**config.mk**
```make
export PLATFORM = sky130hd
export DESIGN_NAME = integer_to_radix_ascii_flat
export DESIGN_NICKNAME = d
export VERILOG_FILES = /design/src/rtl/core/ira_pkg.sv /design/src/rtl/core/ira_if.sv /design/src/rtl/core/ira_ctrl.sv /design/src/rtl/core/ira_dpath.sv /design/src/rtl/core/integer_to_radix_ascii.sv /design/src/flat_wrapper.sv
export VERILOG_INCLUDE_DIRS = /design/src /design/src/rtl/core
export SDC_FILE = /design/constraint.sdc
export NUM_CORES = 1
export LEC_CHECK = 0
export BUFFER_PORTS_ARGS = -buffer_cell sky130_fd_sc_hd__buf_2
export CAP_MARGIN = 20
export CELL_PAD_IN_SITES_DETAIL_PLACEMENT = 2
export CELL_PAD_IN_SITES_GLOBAL_PLACEMENT = 2
export CORE_MARGIN = 2
export CORE_UTILIZATION = 45
export CTS_CLUSTER_SIZE = 12
export DETAILED_ROUTE_END_ITERATION = 8
export GPL_TIMING_DRIVEN = 0
export PLACE_DENSITY_LB_ADDON = 0.2
export SLEW_MARGIN = 5
export SYNTH_ARGS = -nofsm -noshare
export SYNTH_HDL_FRONTEND = slang
export SYNTH_SLANG_ARGS = --single-unit
```
**constraint.sdc**
```tcl
create_clock -name i_clk -period 2.76 [get_ports i_clk]
set_input_delay 0.138 -clock i_clk [delete_from_list [all_inputs] [get_ports i_clk]]
set_output_delay 0.138 -clock i_clk [all_outputs]
set_load 0.05 [all_outputs]
```
**src/rtl/core/assert_macros.svh**
```systemverilog
// concurrent assertion helpers, compiled out for synthesis
`ifndef ASSERT_MACROS_SVH
`define ASSERT_MACROS_SVH

`ifndef SYNTHESIS

`define IRA_ASSERT(label, clk, rst_n, prop) \
    label: assert property (@(posedge clk) disable iff (!rst_n) (prop)) \
        else $error("assertion failed");

`define IRA_NEVER(label, clk, rst_n, expr) \
    label: assert property (@(posedge clk) disable iff (!rst_n) !(expr)) \
        else $error("forbidden condition seen");

`else

`define IRA_ASSERT(label, clk, rst_n, prop)

`define IRA_NEVER(label, clk, rst_n, expr)

`endif

`endif

```
**src/rtl/core/ira_pkg.sv**
```systemverilog
`default_nettype none

package ira_pkg;

    // field widths of the channels
    localparam int VALUE_W = 31;
    localparam int RADIX_W = 6;
    localparam int CHAR_W  = 7;
    localparam int DIGIT_W = 6;

    // storage sizing
    localparam int VALUE_BITS  = 31;
    localparam int DIGIT_SLOTS = 32;
    localparam int IDX_W = $clog2(DIGIT_SLOTS);
    localparam int CNT_W = $clog2(DIGIT_SLOTS + 1);
    localparam int BIT_W = (VALUE_BITS > 1) ? $clog2(VALUE_BITS) : 1;

    localparam logic [RADIX_W-1:0] RADIX_MIN      = RADIX_W'(2);
    localparam logic [RADIX_W-1:0] RADIX_MAX      = RADIX_W'(36);
    localparam logic [DIGIT_W-1:0] DECIMAL_DIGITS = DIGIT_W'(10);
    localparam logic [CHAR_W-1:0]  ASCII_ZERO     = CHAR_W'(48);
    localparam logic [CHAR_W-1:0]  ASCII_A        = CHAR_W'(65);

    // controller to datapath
    typedef struct packed {
        logic load;
        logic div_step;
        logic store;
        logic emit_init;
        logic rd;
        logic out_load;
    } t_cmd;

    // datapath to controller
    typedef struct packed {
        logic bit_done;
        logic quot_zero;
        logic store_full;
        logic idx_zero;
        logic out_free;
    } t_status;

    function automatic logic [CHAR_W-1:0] digit_to_ascii(input logic [DIGIT_W-1:0] d);
        logic [CHAR_W-1:0] c;
        if (d < DECIMAL_DIGITS) begin
            c = ASCII_ZERO + CHAR_W'(d);
        end else begin
            c = ASCII_A + CHAR_W'(d - DECIMAL_DIGITS);
        end
        return c;
    endfunction

endpackage

`default_nettype wire

```
**src/rtl/core/ira_if.sv**
```systemverilog
`default_nettype none

interface ira_in_if;
    import ira_pkg::*;
    logic               valid;
    logic               ready;
    logic [VALUE_W-1:0] value;
    logic [RADIX_W-1:0] radix;

    modport source (output valid, output value, output radix, input ready);
    modport sink   (input valid, input value, input radix, output ready);
endinterface

interface ira_out_if;
    import ira_pkg::*;
    logic              valid;
    logic              ready;
    logic [CHAR_W-1:0] digit_char;
    logic              last;

    modport source (output valid, output digit_char, output last, input ready);
    modport sink   (input valid, input digit_char, input last, output ready);
endinterface

`default_nettype wire

```
**src/rtl/core/ira_ctrl.sv**
```systemverilog
`default_nettype none
`include "assert_macros.svh"

module ira_ctrl (
    input  wire               i_clk,
    input  wire               i_rst_n,
    input  wire               i_in_valid,
    output logic              o_in_ready,
    input  ira_pkg::t_status  i_status,
    output ira_pkg::t_cmd     o_cmd
);
    import ira_pkg::*;

    localparam logic [2:0] S_IDLE  = 3'd0;
    localparam logic [2:0] S_DIV   = 3'd1;
    localparam logic [2:0] S_STORE = 3'd2;
    localparam logic [2:0] S_INIT  = 3'd3;
    localparam logic [2:0] S_READ  = 3'd4;
    localparam logic [2:0] S_SEND  = 3'd5;

    logic [2:0] r_state;
    logic [2:0] n_state;

    always_comb begin
        n_state    = r_state;
        o_cmd      = '0;
        o_in_ready = 1'b0;
        unique case (r_state)
            S_IDLE: begin
                o_in_ready = 1'b1;
                if (i_in_valid) begin
                    o_cmd.load = 1'b1;
                    n_state    = S_DIV;
                end
            end
            S_DIV: begin
                o_cmd.div_step = 1'b1;
                if (i_status.bit_done) begin
                    n_state = S_STORE;
                end
            end
            S_STORE: begin
                o_cmd.store = 1'b1;
                // stop once the quotient is used up or the store is full
                if (i_status.quot_zero || i_status.store_full) begin
                    n_state = S_INIT;
                end else begin
                    n_state = S_DIV;
                end
            end
            S_INIT: begin
                o_cmd.emit_init = 1'b1;
                n_state         = S_READ;
            end
            S_READ: begin
                o_cmd.rd = 1'b1;
                n_state  = S_SEND;
            end
            S_SEND: begin
                if (i_status.out_free) begin
                    o_cmd.out_load = 1'b1;
                    n_state        = i_status.idx_zero ? S_IDLE : S_READ;
                end
            end
            default: begin
                n_state = S_IDLE;
            end
        endcase
    end

    always_ff @(posedge i_clk) begin
        if (!i_rst_n) begin
            r_state <= S_IDLE;
        end else begin
            r_state <= n_state;
        end
    end

    `IRA_ASSERT(a_cmd_onehot, i_clk, i_rst_n, $onehot0(o_cmd))
    `IRA_ASSERT(a_load_when_free, i_clk, i_rst_n, o_cmd.out_load |-> i_status.out_free)

endmodule

`default_nettype wire

```
**src/rtl/core/ira_dpath.sv**
```systemverilog
`default_nettype none
`include "assert_macros.svh"

module ira_dpath (
    input  wire                          i_clk,
    input  wire                          i_rst_n,
    input  wire [ira_pkg::VALUE_W-1:0]   i_value,
    input  wire [ira_pkg::RADIX_W-1:0]   i_radix,
    input  ira_pkg::t_cmd                i_cmd,
    output ira_pkg::t_status             o_status,
    output logic                         o_valid,
    input  wire                          i_ready,
    output logic [ira_pkg::CHAR_W-1:0]   o_digit_char,
    output logic                         o_last
);
    import ira_pkg::*;

    // ends of the two character runs
    localparam logic [CHAR_W-1:0] ASCII_NINE = CHAR_W'(57);
    localparam logic [CHAR_W-1:0] ASCII_Z    = CHAR_W'(90);

    logic [VALUE_BITS-1:0] r_quot, n_quot;
    logic [DIGIT_W-1:0]    r_rem, n_rem;
    logic [RADIX_W-1:0]    r_radix, n_radix;
    logic [BIT_W-1:0]      r_bit, n_bit;
    logic [CNT_W-1:0]      r_count, n_count;
    logic [IDX_W-1:0]      r_idx, n_idx;
    logic                  r_out_valid, n_out_valid;
    logic [CHAR_W-1:0]     r_char;
    logic                  r_last;
    logic [DIGIT_W-1:0]    r_rd_data;
    logic [DIGIT_W-1:0]    r_mem [DIGIT_SLOTS];

    logic [DIGIT_W:0]      trial;
    logic [DIGIT_W:0]      diff;
    logic                  fits;

    // one restoring shift-subtract step, quotient bits shift in at the bottom
    assign trial = {r_rem, r_quot[VALUE_BITS-1]};
    assign diff  = trial - {1'b0, r_radix};
    assign fits  = (trial >= {1'b0, r_radix});

    always_comb begin
        n_quot      = r_quot;
        n_rem       = r_rem;
        n_radix     = r_radix;
        n_bit       = r_bit;
        n_count     = r_count;
        n_idx       = r_idx;
        n_out_valid = r_out_valid;
        if (i_ready) begin
            n_out_valid = 1'b0;
        end
        if (i_cmd.load) begin
            n_quot  = VALUE_BITS'(i_value);
            n_rem   = '0;
            n_bit   = '0;
            n_count = '0;
            if (i_radix < RADIX_MIN) begin
                n_radix = RADIX_MIN;
            end else if (i_radix > RADIX_MAX) begin
                n_radix = RADIX_MAX;
            end else begin
                n_radix = i_radix;
            end
        end
        if (i_cmd.div_step) begin
            n_quot = {r_quot[VALUE_BITS-2:0], fits};
            n_rem  = fits ? diff[DIGIT_W-1:0] : trial[DIGIT_W-1:0];
            n_bit  = r_bit + BIT_W'(1);
        end
        if (i_cmd.store) begin
            n_rem   = '0;
            n_bit   = '0;
            n_count = r_count + CNT_W'(1);
        end
        if (i_cmd.emit_init) begin
            n_idx = IDX_W'(r_count - CNT_W'(1));
        end
        if (i_cmd.out_load) begin
            n_out_valid = 1'b1;
            n_idx       = r_idx - IDX_W'(1);
        end
    end

    always_ff @(posedge i_clk) begin
        if (!i_rst_n) begin
            r_count     <= '0;
            r_bit       <= '0;
            r_out_valid <= 1'b0;
        end else begin
            r_count     <= n_count;
            r_bit       <= n_bit;
            r_out_valid <= n_out_valid;
        end
    end

    always_ff @(posedge i_clk) begin
        r_quot  <= n_quot;
        r_rem   <= n_rem;
        r_radix <= n_radix;
        r_idx   <= n_idx;
        if (i_cmd.out_load) begin
            r_char <= digit_to_ascii(r_rd_data);
            r_last <= (r_idx == '0);
        end
    end

    // digit store, one write and one registered read port
    always_ff @(posedge i_clk) begin
        if (i_cmd.store) begin
            r_mem[r_count[IDX_W-1:0]] <= r_rem;
        end
        if (i_cmd.rd) begin
            r_rd_data <= r_mem[r_idx];
        end
    end

    assign o_status.bit_done   = (r_bit == BIT_W'(VALUE_BITS - 1));
    assign o_status.quot_zero  = (r_quot == '0);
    assign o_status.store_full = (r_count == CNT_W'(DIGIT_SLOTS - 1));
    assign o_status.idx_zero   = (r_idx == '0);
    assign o_status.out_free   = !r_out_valid || i_ready;

    assign o_valid      = r_out_valid;
    assign o_digit_char = r_char;
    assign o_last       = r_last;

    `IRA_ASSERT(a_rem_below_radix, i_clk, i_rst_n, i_cmd.div_step |-> (r_rem < r_radix))
    `IRA_NEVER(a_count_bound, i_clk, i_rst_n, r_count > CNT_W'(DIGIT_SLOTS))
    `IRA_ASSERT(a_char_range, i_clk, i_rst_n, r_out_valid |-> (r_char >= ASCII_ZERO && r_char <= ASCII_Z))
    `IRA_NEVER(a_char_gap, i_clk, i_rst_n, r_out_valid && r_char > ASCII_NINE && r_char < ASCII_A)

endmodule

`default_nettype wire

```
**src/rtl/core/integer_to_radix_ascii.sv**
```systemverilog
`default_nettype none

// Converts a non-negative 31-bit integer into a string of ASCII digits in a
// radix from 2 to 36 (radix values outside that range clamp to the nearest
// end), streamed most significant digit first, '0'-'9' then 'A'-'Z', with
// last set on the final character; a zero value gives a single '0'. One
// conversion is in progress at a time. Each digit is the remainder of a
// 31-bit division in the shared shift-subtract divider, written to the digit
// store once all quotient bits are done, and each character is then read
// out through the store's registered read port. A new value is taken as
// soon as the last character sits in the output register.
module integer_to_radix_ascii (
    input  wire       i_clk,
    input  wire       i_rst_n,
    ira_in_if.sink    i_in,
    ira_out_if.source o_out
);
    import ira_pkg::*;

    t_cmd    cmd;
    t_status status;

    ira_ctrl u_ctrl (
        .i_clk      (i_clk),
        .i_rst_n    (i_rst_n),
        .i_in_valid (i_in.valid),
        .o_in_ready (i_in.ready),
        .i_status   (status),
        .o_cmd      (cmd)
    );

    ira_dpath u_dpath (
        .i_clk        (i_clk),
        .i_rst_n      (i_rst_n),
        .i_value      (i_in.value),
        .i_radix      (i_in.radix),
        .i_cmd        (cmd),
        .o_status     (status),
        .o_valid      (o_out.valid),
        .i_ready      (o_out.ready),
        .o_digit_char (o_out.digit_char),
        .o_last       (o_out.last)
    );

endmodule

`default_nettype wire

```
**src/flat_wrapper.sv**
```systemverilog
// flat-port wrapper written by rule: the top's interface ports become plain ports
module integer_to_radix_ascii_flat import ira_pkg::*;
  (i_clk, i_rst_n, i_in_valid, i_in_value, i_in_radix, i_in_ready, o_out_valid, o_out_digit_char, o_out_last, o_out_ready);
  ira_in_if i_in_i ();
  ira_out_if o_out_i ();
  input  wire i_clk;
  input  wire i_rst_n;
  input wire logic [$bits(i_in_i.valid)-1:0] i_in_valid;
  input wire logic [$bits(i_in_i.value)-1:0] i_in_value;
  input wire logic [$bits(i_in_i.radix)-1:0] i_in_radix;
  output wire logic [$bits(i_in_i.ready)-1:0] i_in_ready;
  output wire logic [$bits(o_out_i.valid)-1:0] o_out_valid;
  output wire logic [$bits(o_out_i.digit_char)-1:0] o_out_digit_char;
  output wire logic [$bits(o_out_i.last)-1:0] o_out_last;
  input wire logic [$bits(o_out_i.ready)-1:0] o_out_ready;
  assign i_in_i.valid = i_in_valid;
  assign i_in_i.value = i_in_value;
  assign i_in_i.radix = i_in_radix;
  assign i_in_ready = i_in_i.ready;
  assign o_out_valid = o_out_i.valid;
  assign o_out_digit_char = o_out_i.digit_char;
  assign o_out_last = o_out_i.last;
  assign o_out_i.ready = o_out_ready;
  integer_to_radix_ascii u_core (.i_clk(i_clk), .i_rst_n(i_rst_n), .i_in(i_in_i), .o_out(o_out_i));
endmodule
```
; ---- Word-level counts from Yosys, hierarchy flattened
; Memory sizes are Yosys's and may differ from the RTL's. A register that Yosys moved wholly into a read port is not among the register bits.
; Cells that the tools add are included.
[word_totals]
elab_cells = 79
output_inout_bits = 10
mem_bits_rw = 192
inputBits = 41
memories = 1
regBits = 71
[memory_table]
columns = memory, depth, word_bits, rd, rd_clocked_by_memory_dff, wr, line_no
row1 = u_core.u_dpath.r_mem, 32, 6, 1, 1, 1, ira_dpath.sv:32  ; logic [DIGIT_W-1:0] r_mem [DIGIT_SLOTS];
[op_classes]
reduce_logical = 13
n_lt_le_gt_ge = 4
eq_ne = 10
n_bitwise = 1
mux = 31
n_addsub = 8
[op_table]
columns = op, count
row1 = 31-bit two-way mux, 2
row2 = 31-bit logical NOT, 1
row3 = 6-bit two-way mux, 5
row4 = 5-bit two-way mux, 4
row5 = 3-bit case mux with 6 select lines, 1
row6 = 1-bit two-way mux, 13
row7 = 3-bit two-way mux, 4
row8 = 5-bit by 1-bit subtractor with 5-bit output (second input constant), 2
row9 = 2-bit nonzero test, 4
row10 = 6-bit by 6-bit adder with 7-bit output (first input constant), 1
row11 = 7-bit adder (first input constant), 1
row12 = 7-bit by 6-bit greater-or-equal comparator with 1-bit output, 1
row13 = 7-bit two-way mux, 1
row14 = 6-bit by 4-bit subtractor with 7-bit output (second input constant), 1
row15 = 6-bit by 1-bit adder with 6-bit output (second input constant), 1
row16 = 3-bit by 2-bit equality test with 1-bit output (second input constant), 2
row17 = 3-bit equality test (second input constant), 2
row18 = 6-bit by 5-bit equality test with 1-bit output (second input constant), 1
row19 = 6-bit > comparator (second input constant), 1
row20 = 6-bit by 2-bit less-than comparator with 1-bit output (second input constant), 1
row21 = 6-bit by 4-bit less-than comparator with 1-bit output (second input constant), 1
row22 = 6-bit subtractor, 1
row23 = 5-bit by 1-bit adder with 5-bit output (second input constant), 1
row24 = 5-bit equality test (second input constant), 1
row25 = other kinds (11), 14

; ---- Logic depth before layout (Yosys ltp)
; Gate-level depths: netlist of run 1.
[depth]
word_depth = 5
mapped_depth = 9
depth_no_buf = 9

; ---- By module
; Synthesis of run 1 repeated with hierarchy kept, for this count alone.
[hier_totals]
hier_cells = 724
hier_area_um2 = 11469.8
[modules_own_cells]
columns = module, cells_per_inst, seq_area_each_um2, area_each_um2, n_inst
row1 = ira_dpath, 701, 7807.5, 11275.8, 1
row2 = ira_ctrl, 23, 60.1, 193.9, 1

; ---- Worst setup path before layout of run 1
; Ideal clock, no wire load.
[synth_path]
kind = reg-to-reg
start = reg u_core.u_ctrl.r_state[1]
end = reg u_core.u_dpath.r_radix[0], enable pin
setup_ns = 0.322
arrival_ns = 2.229
setup_slack_ns = 0.210
stages_incl_launch_ff = 5
path_buffers = 1
required_ns = 2.438
period_less_slack_ns = 2.550
path_cell_list = dfxtp_1 > buf_2 > nor3_1 > nand2_1 > inv_1
[synth_lines]
columns = item, line_no
row1 = start: declaration, ira_ctrl.sv:21  ; logic [2:0] r_state;
row2 = start signal: assignment, ira_ctrl.sv:75  ; r_state <= n_state;
row3 = end signal: assignment, ira_dpath.sv:101  ; r_radix <= n_radix;
row4 = end: declaration, ira_dpath.sv:24  ; logic [RADIX_W-1:0] r_radix, n_radix;

; ---- Worst setup path after layout of run 1
[layout_path]
start = reg u_core.u_ctrl.r_state[1]
end = mem u_core.u_dpath.r_mem[13][5], enable pin
[layout_between]
elab_chain_len = 4
[layout_lines]
columns = item, line_no
row1 = 3-bit by 2-bit equality test with 1-bit output, ira_ctrl.sv:28  ; unique case (r_state)
row2 = 1-bit two-way mux, ira_ctrl.sv:28
row3 = 1-bit two-way mux, ira_dpath.sv:111  ; if (i_cmd.store) begin
row4 = 1-bit two-way mux (not written as such), ira_dpath.sv:112  ; r_mem[r_count[IDX_W-1:0]] <= r_rem;
row5 = end: declaration, ira_dpath.sv:32
; No other way between the ends.

==> impl_metrics.tcl, run 1 <==
set metrics [dict create \
    hpwl_um 22720 \
    layout-drive-gt1-share 0.1488 \
    start_kind "flip-flop" \
    drc_errors 0 \
    worst_setup_path_end_kind "flip-flop" \
    p_leak_nw 5.068 \
    layout_commonest_cell "edfxtp_1" \
    wl_per_cell_um 28.15 \
    synth_nets 859 \
    instances_no_fill 1284 \
    ant_nets 0 \
    synth_area_um2 11470 \
    critPathArrivalTime_ps 2860 \
    skew_ps 24.75 \
    antenna_cells 0 \
    fp.dieW_um 163.7 \
    slowest_stage "nor2_1" \
    routed_wl_um 36150 \
    grt_max_degree 25 \
    finalHoldViolations 0 \
    hp-class "primary input to flip-flop" \
    max_cap_viol_count 0 \
    relSlewSlack 0.3826 \
    dpl-instance-area_um2 12310 \
    cts_setup_buffers 0 \
    syn_inst 801 \
    num-fill-cells 2289 \
    place_congestion 0.8155 \
    ir_drop_v 0.0005096 \
    cp.required_ps 2940 \
    worst_slew_pin_slew_ps 922.7 \
    synthFlopType "edfxtp_1" \
    dpl_worst_slack_ps 37.52 \
    antenna_found_initial 0 \
    path_clk_slew_ps 60 \
    ys_seq_area_frac 0.6856 \
    routed_via_density 5.724 \
    power.density_nw_per_um2 899.0 \
    final_cell_area_um2 13660 \
    p_int_mw 8.501 \
    slew_violations 0 \
    p_seq_frac 0.466 \
    rsz0062_at_grt "false" \
    final_cell_mix "248 x edfxtp_1, 134 x nand2_1, 62 x buf_2" \
    initial_core_util 0.4570 \
    grt_pass1_vias 8397 \
    timing.fmax_mhz 373.2 \
    fp.dieH_um 163.7 \
    min_period_over_period 0.9708 \
    grt_usage 0.2804 \
    areaGrowthSynthToFinish_pct 19.07 \
    ioPinCount 51 \
    cpPeakStageDelay_ps 810 \
    clock_sinks 269 \
    total_power_mw 12.28 \
    crit_type "flip-flop to flip-flop" \
    final_nets 988 \
    worst-path-buf-inv 1 \
    clk_latency_ps 580 \
    io_buffers 50 \
    htreeDepth 1 \
    crit_family "simple AND/OR/NAND/NOR gates" \
    power.switching_mw 3.782 \
    setup_viol 0 \
    vias 7350 \
    period_minus_slack_ps 2679 \
    core_area_um2 25110 \
    cts_tree "built" \
    clockPowerShare 0.323 \
    post-route-util 0.5442 \
    cts_buffers 30 \
    comb_power_share 0.211 \
    firstDrtPassIters 5 \
    fin_ws_ps 80.71 \
    synth.distinct_cells 58 \
    grt_pass1_wl_um 54390 \
    synth-seq-cells 269 \
    yosys_warnings 0 \
    dp_cells 1188 \
    syn_avg_cell_area_um2 14.33 \
    drt_iter0_drc 504 \
    synth_edf_count 248 \
    cp_max_fo 10 \
    cp_cell_sequence "buf_2 > nor3b_2 > nand2_1 > nor2_1" \
    die-area_um2 26790 \
    rows 58 \
    clock_path_buffers 3 \
    sw_frac_of_total 0.3079 \
    cts-root-buf "clkbuf_16" \
    outcome "completed" \
    async_flop_share 0 \
    grt_remaining_overflow 0 \
]
-- per-stage QoR --
step | TNS, ps | hold slack (ps)
final | 0 | 40.53
after global routing | 0 | 82.67
after CTS | 0 | 28.79
after detailed placement | 0 | 412.4
after global placement | -454.4 | 404.6
after floorplan | 0 | 304.7
-- cell type report --
cell class,count,area (um2),share of cell area
clock inverters,10,95.09,0.006960
inverters,20,75.07,0.005495
flip-flops and latches,269,7869,0.5759
multi-input cells,475,3333,0.2440
clock buffers,46,852.1,0.06236
plain buffers,37,210.2,0.01538
well taps,330,412.9,0.03022
repair buffers,97,815.8,0.05971
-- worst min-delay path, stage by stage --
cell	delay, ps
buf_2	110
nand2b_1	210
a21boi_0	110
-- per-layer routing --
layer	up-vias	track usage	part of all wire
li1	3276	-	-
met2	188	0.5090	0.53
met1	3813	0.3408	0.40
met3	73	0.04038	0.037
met4	0	0.09769	0.032
met5	-	0	0
-- registers in the layout, summed over array words and instances (netlist names), 6 cells and up --
signal	flops
u_core.u_dpath.r_mem	192
u_core.u_dpath.r_quot	31
u_core.u_dpath.o_digit_char	7
u_core.u_dpath.r_count	6
u_core.u_dpath.r_radix	6
u_core.u_dpath.r_rd_data	6
u_core.u_dpath.r_rem	6
-- power groups by stage --
| stage | combinational, mW | sequential, mW | clock [mW] |
|---|---|---|---|
| 2_1_floorplan | 1.37 | 5.70 | 0 |
| 3_3_place_gp | 1.78 | 5.97 | 0 |
| 3_5_place_dp | 2.46 | 5.78 | 0 |
| 4_1_cts | 2.57 | 5.71 | 4.01 |
| 5_1_grt | 2.82 | 5.77 | 4.16 |
| 6_report | 2.59 | 5.72 | 3.97 |
-- cells by family (layout without fill, tap and decap cells) --
| logic type | Yosys count | count (layout) | share of synthesized area |
|---|---|---|---|
| simple gates | 279 | 279 | 0.1100 |
| mux | 84 | 84 | 0.1021 |
| compound gates | 79 | 79 | 0.04601 |
| buf+inv | 57 | 210 | 0.02475 |
| flops | 269 | 269 | 0.6856 |
| xor+xnor | 15 | 15 | 0.01145 |
| fa+ha+maj | 18 | 18 | 0.02006 |
-- cells in the mapped netlist, types with 3 or more instances --
master / instances / area, um2
a21oi_1: 27 / 135.1
a221oi_1: 6 / 52.55
a22o_1: 7 / 61.31
a22oi_1: 13 / 97.59
and2_1: 5 / 31.28
buf_2: 12 / 60.06
clkbuf_1: 17 / 63.81
dfxtp_1: 21 / 420.4
edfxtp_1: 248 / 7447
ha_1: 16 / 200.2
inv_1: 20 / 75.07
mux2i_1: 60 / 600.6
mux4_1: 8 / 210.2
mux4_2: 16 / 360.4
nand2_1: 134 / 503.0
nand2b_1: 5 / 31.28
nand3_1: 32 / 160.2
nand3b_1: 3 / 22.52
nand4_1: 4 / 25.02
nor2_1: 50 / 187.7
nor2b_1: 11 / 68.82
nor3_1: 10 / 50.05
nor4_1: 8 / 50.05
o21ai_0: 8 / 40.04
xnor2_1: 9 / 78.83
xor2_1: 6 / 52.55
-- worst paths after layout --
check / end / slack [ps] / from / cells after the start
worst max-delay path: u_core.u_dpath.r_mem[13][5] / 80 / u_core.u_ctrl.r_state[1] / 4
worst min-delay path: u_core.u_dpath.o_valid / 40 / o_out_ready / 3
worst max register to register: u_core.u_dpath.r_mem[13][5] / 80 / u_core.u_ctrl.r_state[1] / 4
worst min register to register: u_core.u_dpath.r_bit[4] / 500 / u_core.u_dpath.r_bit[4] / 2
-- what timing repair did --
item	in CTS	in global routing
resized for setup	2	4
endpoints found under the hold margin	42	0
setup endpoints to repair	4	7
pin swaps	0	0
gates cloned	0	0
hold buffers	39	0
(Power assumes the default switching activity.)
==> run 2: changes to the inputs <==
==> constraint.sdc (replaced) <==
create_clock -name i_clk -period 2.6 [get_ports i_clk]
set_input_delay 0.13 -clock i_clk [delete_from_list [all_inputs] [get_ports i_clk]]
set_output_delay 0.13 -clock i_clk [all_outputs]
set_load 0.05 [all_outputs]
==> impl_metrics.tcl, run 2 (synthesis results as in run 1) <==
set metrics [dict create \
    comb_power_share 0.212 \
    post-route-util 0.5459 \
    critPathArrivalTime_ps 2800 \
    clock_sinks 269 \
    crit_type "flip-flop to flip-flop" \
    antenna_cells 0 \
    routed_via_density 5.732 \
    antenna_found_initial 0 \
    multi_input_area_um2 3366 \
    relSlewSlack 0.3432 \
    crit_family "simple AND/OR/NAND/NOR gates" \
    p_seq_frac 0.465 \
    sw_frac_of_total 0.3085 \
    power.density_nw_per_um2 952.6 \
    cp.required_ps 2790 \
    htreeDepth 1 \
    dp_cells 1188 \
    max_cap_viol_count 0 \
    p_leak_nw 5.073 \
    layout_commonest_cell "edfxtp_1" \
    register_area_um2 7871 \
    cts-root-buf "clkbuf_16" \
    grt_pass1_vias 8383 \
    grt_remaining_overflow 0 \
    skew_ps 26.82 \
    grt_max_degree 25 \
    fp.dieW_um 163.7 \
    die-area_um2 26790 \
    worst_setup_path_end_kind "flip-flop" \
    timing.fmax_mhz 383.8 \
    dpl-instance-area_um2 12310 \
    routed_wl_um 36320 \
    period_minus_slack_ps 2606 \
    power.switching_mw 4.029 \
    worst_slew_pin_slew_ps 976.2 \
    drc_errors 0 \
    final_cell_area_um2 13710 \
    slew_violations 0 \
    path_clk_slew_ps 60 \
    ir_drop_v 0.0005426 \
    worst-path-buf-inv 2 \
    cts_setup_buffers 0 \
    num-fill-cells 2279 \
    final_cell_mix "248 x edfxtp_1, 134 x nand2_1, 62 x buf_2" \
    cts_tree "built" \
    dpl_worst_slack_ps -122.5 \
    min_period_over_period 1.002 \
    cp_cell_sequence "buf_2 > nor3b_2 > nand2_1 > clkbuf_1 > nor2_1" \
    largest_reg_flops 192 \
    rows 58 \
    hp-class "primary input to flip-flop" \
    wl_per_cell_um 28.27 \
    place_congestion 0.8155 \
    violations "negative setup slack" \
    layout-drive-gt1-share 0.1592 \
    vias 7365 \
    clock_path_buffers 3 \
    grt_pass1_wl_um 54370 \
    areaGrowthSynthToFinish_pct 19.46 \
    cpPeakStageDelay_ps 610 \
    firstDrtPassIters 4 \
    drt_iter0_drc 493 \
    clockPowerShare 0.323 \
    core_area_um2 25110 \
    cp_max_fo 10 \
    start_kind "flip-flop" \
    outcome "finished, violations left" \
    instances_no_fill 1285 \
    total_power_mw 13.06 \
    ant_nets 0 \
    io_buffers 50 \
    ioPinCount 51 \
    finalHoldViolations 0 \
    hpwl_um 22720 \
    fin_ws_ps -5.683 \
    cts_buffers 30 \
    initial_core_util 0.4570 \
    rsz0062_at_grt "true" \
    setup_viol 6 \
    clk_latency_ps 580 \
    p_int_mw 9.030 \
    slowest_stage "nor2_1" \
    final_nets 989 \
    grt_usage 0.2803 \
    fp.dieH_um 163.7 \
]
==> run 2: final timing paths <==
check	startpoint	endpoint	slack, ps	cells past startpoint
max reg2reg	u_core.u_ctrl.r_state[1]	u_core.u_dpath.r_mem[3][5]	-6	5
min	i_in_valid	u_core.u_dpath.r_rem[1]	70	4
max	u_core.u_ctrl.r_state[1]	u_core.u_dpath.r_mem[3][5]	-6	5
min reg2reg	u_core.u_dpath.r_bit[4]	u_core.u_dpath.r_bit[4]	500	2
==> run 2: tightest hold or removal path: stages <==
cell and delay (ps):
buf_2 130, o31ai_1 170, nand2_1 100, o21ai_0 70
==> run 2: timing repair <==
action,in CTS,in global routing
hold buffers,40,0
endpoints found under the setup margin,29,65
gates resized for setup,9,9
hold endpoints to repair,42,0
==> run 2: stage by stage <==
| step | hold slack (ps) | TNS [ps] |
|---|---|---|
| floorplan | 296.7 | 0 |
| global placement | 396.6 | -1574 |
| detailed placement | 404.4 | -421.2 |
| CTS | 20.79 | 0 |
| global route | 114.0 | -4603 |
| finish | 69.21 | -21.20 |
==> run 2: per-layer routing <==
layer,global-route usage,vias up,wire (um)
met1,0.3408,3843,14630
met2,0.5149,189,19390
met4,0.08732,0,979
met5,0,-,0
met3,0.03885,60,1327
li1,-,3273,-
==> run 2: power by group through the flow <==
stage	Sequential (mW)	Combinational, mW	Clock (mW)
2_1_floorplan	6.06	1.46	0
3_3_place_gp	6.34	1.89	0
3_5_place_dp	6.14	2.61	0
4_1_cts	6.06	2.73	4.26
5_1_grt	6.13	3.01	4.41
6_report	6.08	2.77	4.21
==> run 2: cell type report <==
| class | count | share of cell area |
|---|---|---|
| Sequential cell | 269 | 0.5742 |
| Multi-Input combinational cell | 475 | 0.2455 |
| Clock buffer | 46 | 0.06216 |
| Timing Repair Buffer | 98 | 0.06024 |
| Tap cell | 330 | 0.03012 |
| Buffer | 37 | 0.01533 |
| Clock inverter | 10 | 0.006937 |
| Inverter | 20 | 0.005476 |
==> run 3: changes to the inputs <==
--- a/config.mk
+++ b/config.mk
@@ -6,12 +6,13 @@
 export SDC_FILE = /design/constraint.sdc
 export NUM_CORES = 1
 export LEC_CHECK = 0
+export ABC_AREA = 1
 export BUFFER_PORTS_ARGS = -buffer_cell sky130_fd_sc_hd__buf_2
 export CAP_MARGIN = 20
 export CELL_PAD_IN_SITES_DETAIL_PLACEMENT = 2
 export CELL_PAD_IN_SITES_GLOBAL_PLACEMENT = 2
 export CORE_MARGIN = 2
-export CORE_UTILIZATION = 45
+export CORE_UTILIZATION = 41
 export CTS_CLUSTER_SIZE = 12
 export DETAILED_ROUTE_END_ITERATION = 8
 export GPL_TIMING_DRIVEN = 0
==> impl_metrics.tcl, run 3 <==
set metrics [dict create \
    vias 9280 \
    crit_top_cell "inv_1" \
    rr_startpoint "u_core.u_ctrl.r_state[2]" \
    grt_usage 0.2824 \
    drt_iter0_drc 673 \
    fp.dieH_um 175.0 \
    crit_path_end "u_core.u_dpath.r_mem[29][0]" \
    routed_wl_um 42020 \
    rows 62 \
    rsz0062_at_grt "true" \
    relSlewSlack 0.3883 \
    htreeDepth 1 \
    die-area_um2 30630 \
    netlist.area_leader.share 0.6210 \
    p_leak_nw 5.666 \
    slew_violations 0 \
    synth_edf_count 248 \
    ioPinCount 51 \
    async_flop_share 0 \
    largest_reg_flops 192 \
    register_area_um2 7879 \
    wl_per_cell_um 24.84 \
    final_cell_mix "379 x nand2_1, 248 x edfxtp_1, 188 x nand3_1" \
    cpPeakStageDelay_ps 670 \
    outcome "completed" \
    setup_viol 0 \
    firstDrtPassIters 5 \
    fp.dieW_um 175.0 \
    reg2reg_setup_slack_ps 60 \
    period_minus_slack_ps 2535 \
    num-fill-cells 2988 \
    timing.fmax_mhz 394.4 \
    post-route-util 0.4920 \
    antenna_cells 0 \
    drc_errors 0 \
    instances_no_fill 1692 \
    clock_sinks 269 \
    clk_latency_ps 590 \
    yosys_warnings 0 \
    ys_top_cells_by_area "edfxtp_1 62%, nand2_1 12%, nand3_1 7.8%" \
    max_cap_viol_count 0 \
    areaGrowthSynthToFinish_pct 18.08 \
    worst_setup_path_end_kind "flip-flop" \
    cts-root-buf "clkbuf_16" \
    cp_max_fo 8 \
    cts_buffers 31 \
    finalHoldViolations 0 \
    synth.distinct_cells 40 \
    cp_cell_sequence "inv_1 > nand3_1 > inv_1 > nand2_1 > nor2_1" \
    ir_drop_v 0.0007799 \
    synth-seq-cells 269 \
    layout_commonest_cell "nand2_1" \
    routed_via_density 5.485 \
    io_buffers 50 \
    min_period_over_period 0.9752 \
    final_nets 1343 \
    slowest_stage "nor2_1" \
    grt_max_degree 37 \
    hpwl_um 26900 \
    path_clk_slew_ps 60 \
    clock_path_buffers 3 \
    dp_cells 1594 \
    multi_input_area_um2 3528 \
    synth.most_common_cell "nand2_1" \
    hp-class "primary input to flip-flop" \
    yosysTopAreaCell "edfxtp_1" \
    worst_slew_pin_slew_ps 917.5 \
    layout-drive-gt1-share 0.1353 \
    ys_seq_area_frac 0.6561 \
    synth_area_um2 11990 \
    start_kind "flip-flop" \
    antenna_found_initial 0 \
    crit_type "flip-flop to flip-flop" \
    syn_inst 1158 \
    core_area_um2 28780 \
    whs_path_depth 3 \
    skew_ps 32.65 \
    ant_nets 0 \
    synthFlopType "edfxtp_1" \
    syn_avg_cell_area_um2 10.36 \
    cts_setup_buffers 0 \
    power.density_nw_per_um2 903.8 \
    synth_nets 1216 \
    cp.required_ps 2790 \
    worst_r2r_path_depth 5 \
    initial_core_util 0.4167 \
    grt_pass1_wl_um 65070 \
    place_congestion 0.8367 \
    timing.rr.end "u_core.u_dpath.r_mem[29][0]" \
    grt_pass1_vias 10550 \
    grt_remaining_overflow 0 \
    cp-startpoint "u_core.u_ctrl.r_state[2]" \
    cts_tree "built" \
    yosys-top-cells-count "379 x nand2_1, 248 x edfxtp_1, 188 x nand3_1" \
    critPathArrivalTime_ps 2720 \
]
==> run 3: changes by cell type in the layout (fill, tap and decap cells not counted), sizes merged, moves of 20 or more <==
cell / change
buf: +21
clkbuf: -20
nor2: +20
nand3: +158
nand2: +251
inv: +60
mux2i: -60
mux4: -24
==> run 3: cell type report <==
type,count,area share
multi-input combinational,755,0.2492
buffer,53,0.02147
clock inverter,20,0.009278
clock buffer,36,0.05752
sequential,269,0.5564
timing repair buffer,94,0.05037
inverter,81,0.02183
tap,384,0.03393
==> run 3: cells by family after synthesis <==
| logic type | after synthesis | share of synthesized area |
|---|---|---|
| xor gates and xnor gates | 9 | 0.006574 |
| buffers and inverters | 134 | 0.05113 |
| and+or+nand+nor | 664 | 0.2356 |
| DFF | 269 | 0.6561 |
| AOI/OAI and AO/OA | 65 | 0.03224 |
| adders and majority gates | 17 | 0.01836 |
==> run 3: power breakdown <==
part / switching, mW / internal [mW] / total [mW] / leakage (nW)
registers: 0.692 / 5.61 / 6.31 / 2.47
clock network: 1.78 / 2.32 / 4.11 / 0.470
logic: 1.66 / 0.724 / 2.38 / 2.72
total: 4.14 / 8.66 / 12.8 / 5.67
==> run 3: metrics by stage <==
step                      setup WS, ps  hold WS (ps)  cell area, um2  total power, mW  TNS, ps
after floorplan                  390.6         268.4           11990            7.470        0
after CTS                        1.116         356.5           14140            12.78        0
after global routing            -119.8         404.7           14160            13.36    -4340
after detailed placement         60.16         406.3           12770            8.651        0
final                            64.53         382.2           14160            12.80        0
after global placement          -338.8         402.3           12720            8.410    -2152
==> run 3: what timing repair did <==
action	4_1_cts	5_1_grt
hold buffers	42	0
gates resized for setup	1	8
setup endpoints to repair	2	102
hold endpoints to repair	45	0
pin swaps	0	0
==> run 3: worst max-delay path: cells and delay by family, from the launching register on <==
kind,cells,cell delay [ps]
buffers and inverters,2,430
DFF,1,360
and+or+nand+nor,3,1370
==> run 3: worst min-delay path by stage <==
stage	startpoint	to	slack, ps
5_1_grt	i_in_value[27]	u_core.u_dpath.r_quot[27]	400
3_5_place_dp	i_in_radix[5]	u_core.u_dpath.r_radix[5]	410
3_3_place_gp	i_in_value[17]	u_core.u_dpath.r_quot[17]	400
6_report	i_in_radix[5]	u_core.u_dpath.r_radix[5]	380
2_1_floorplan	i_rst_n	u_core.u_dpath.r_count[2]	270
4_1_cts	i_in_value[4]	u_core.u_dpath.r_quot[4]	360
==> run 3: layer usage <==
layer  part of all wire  wire [um]  vias up  track usage
met5                  0          0        -            0
met1               0.40      16980     4764       0.3466
li1                   -          -     4199            -
met3              0.036       1519       96      0.03307
met4              0.039       1651        0       0.1028
met2               0.52      21880      221       0.5114
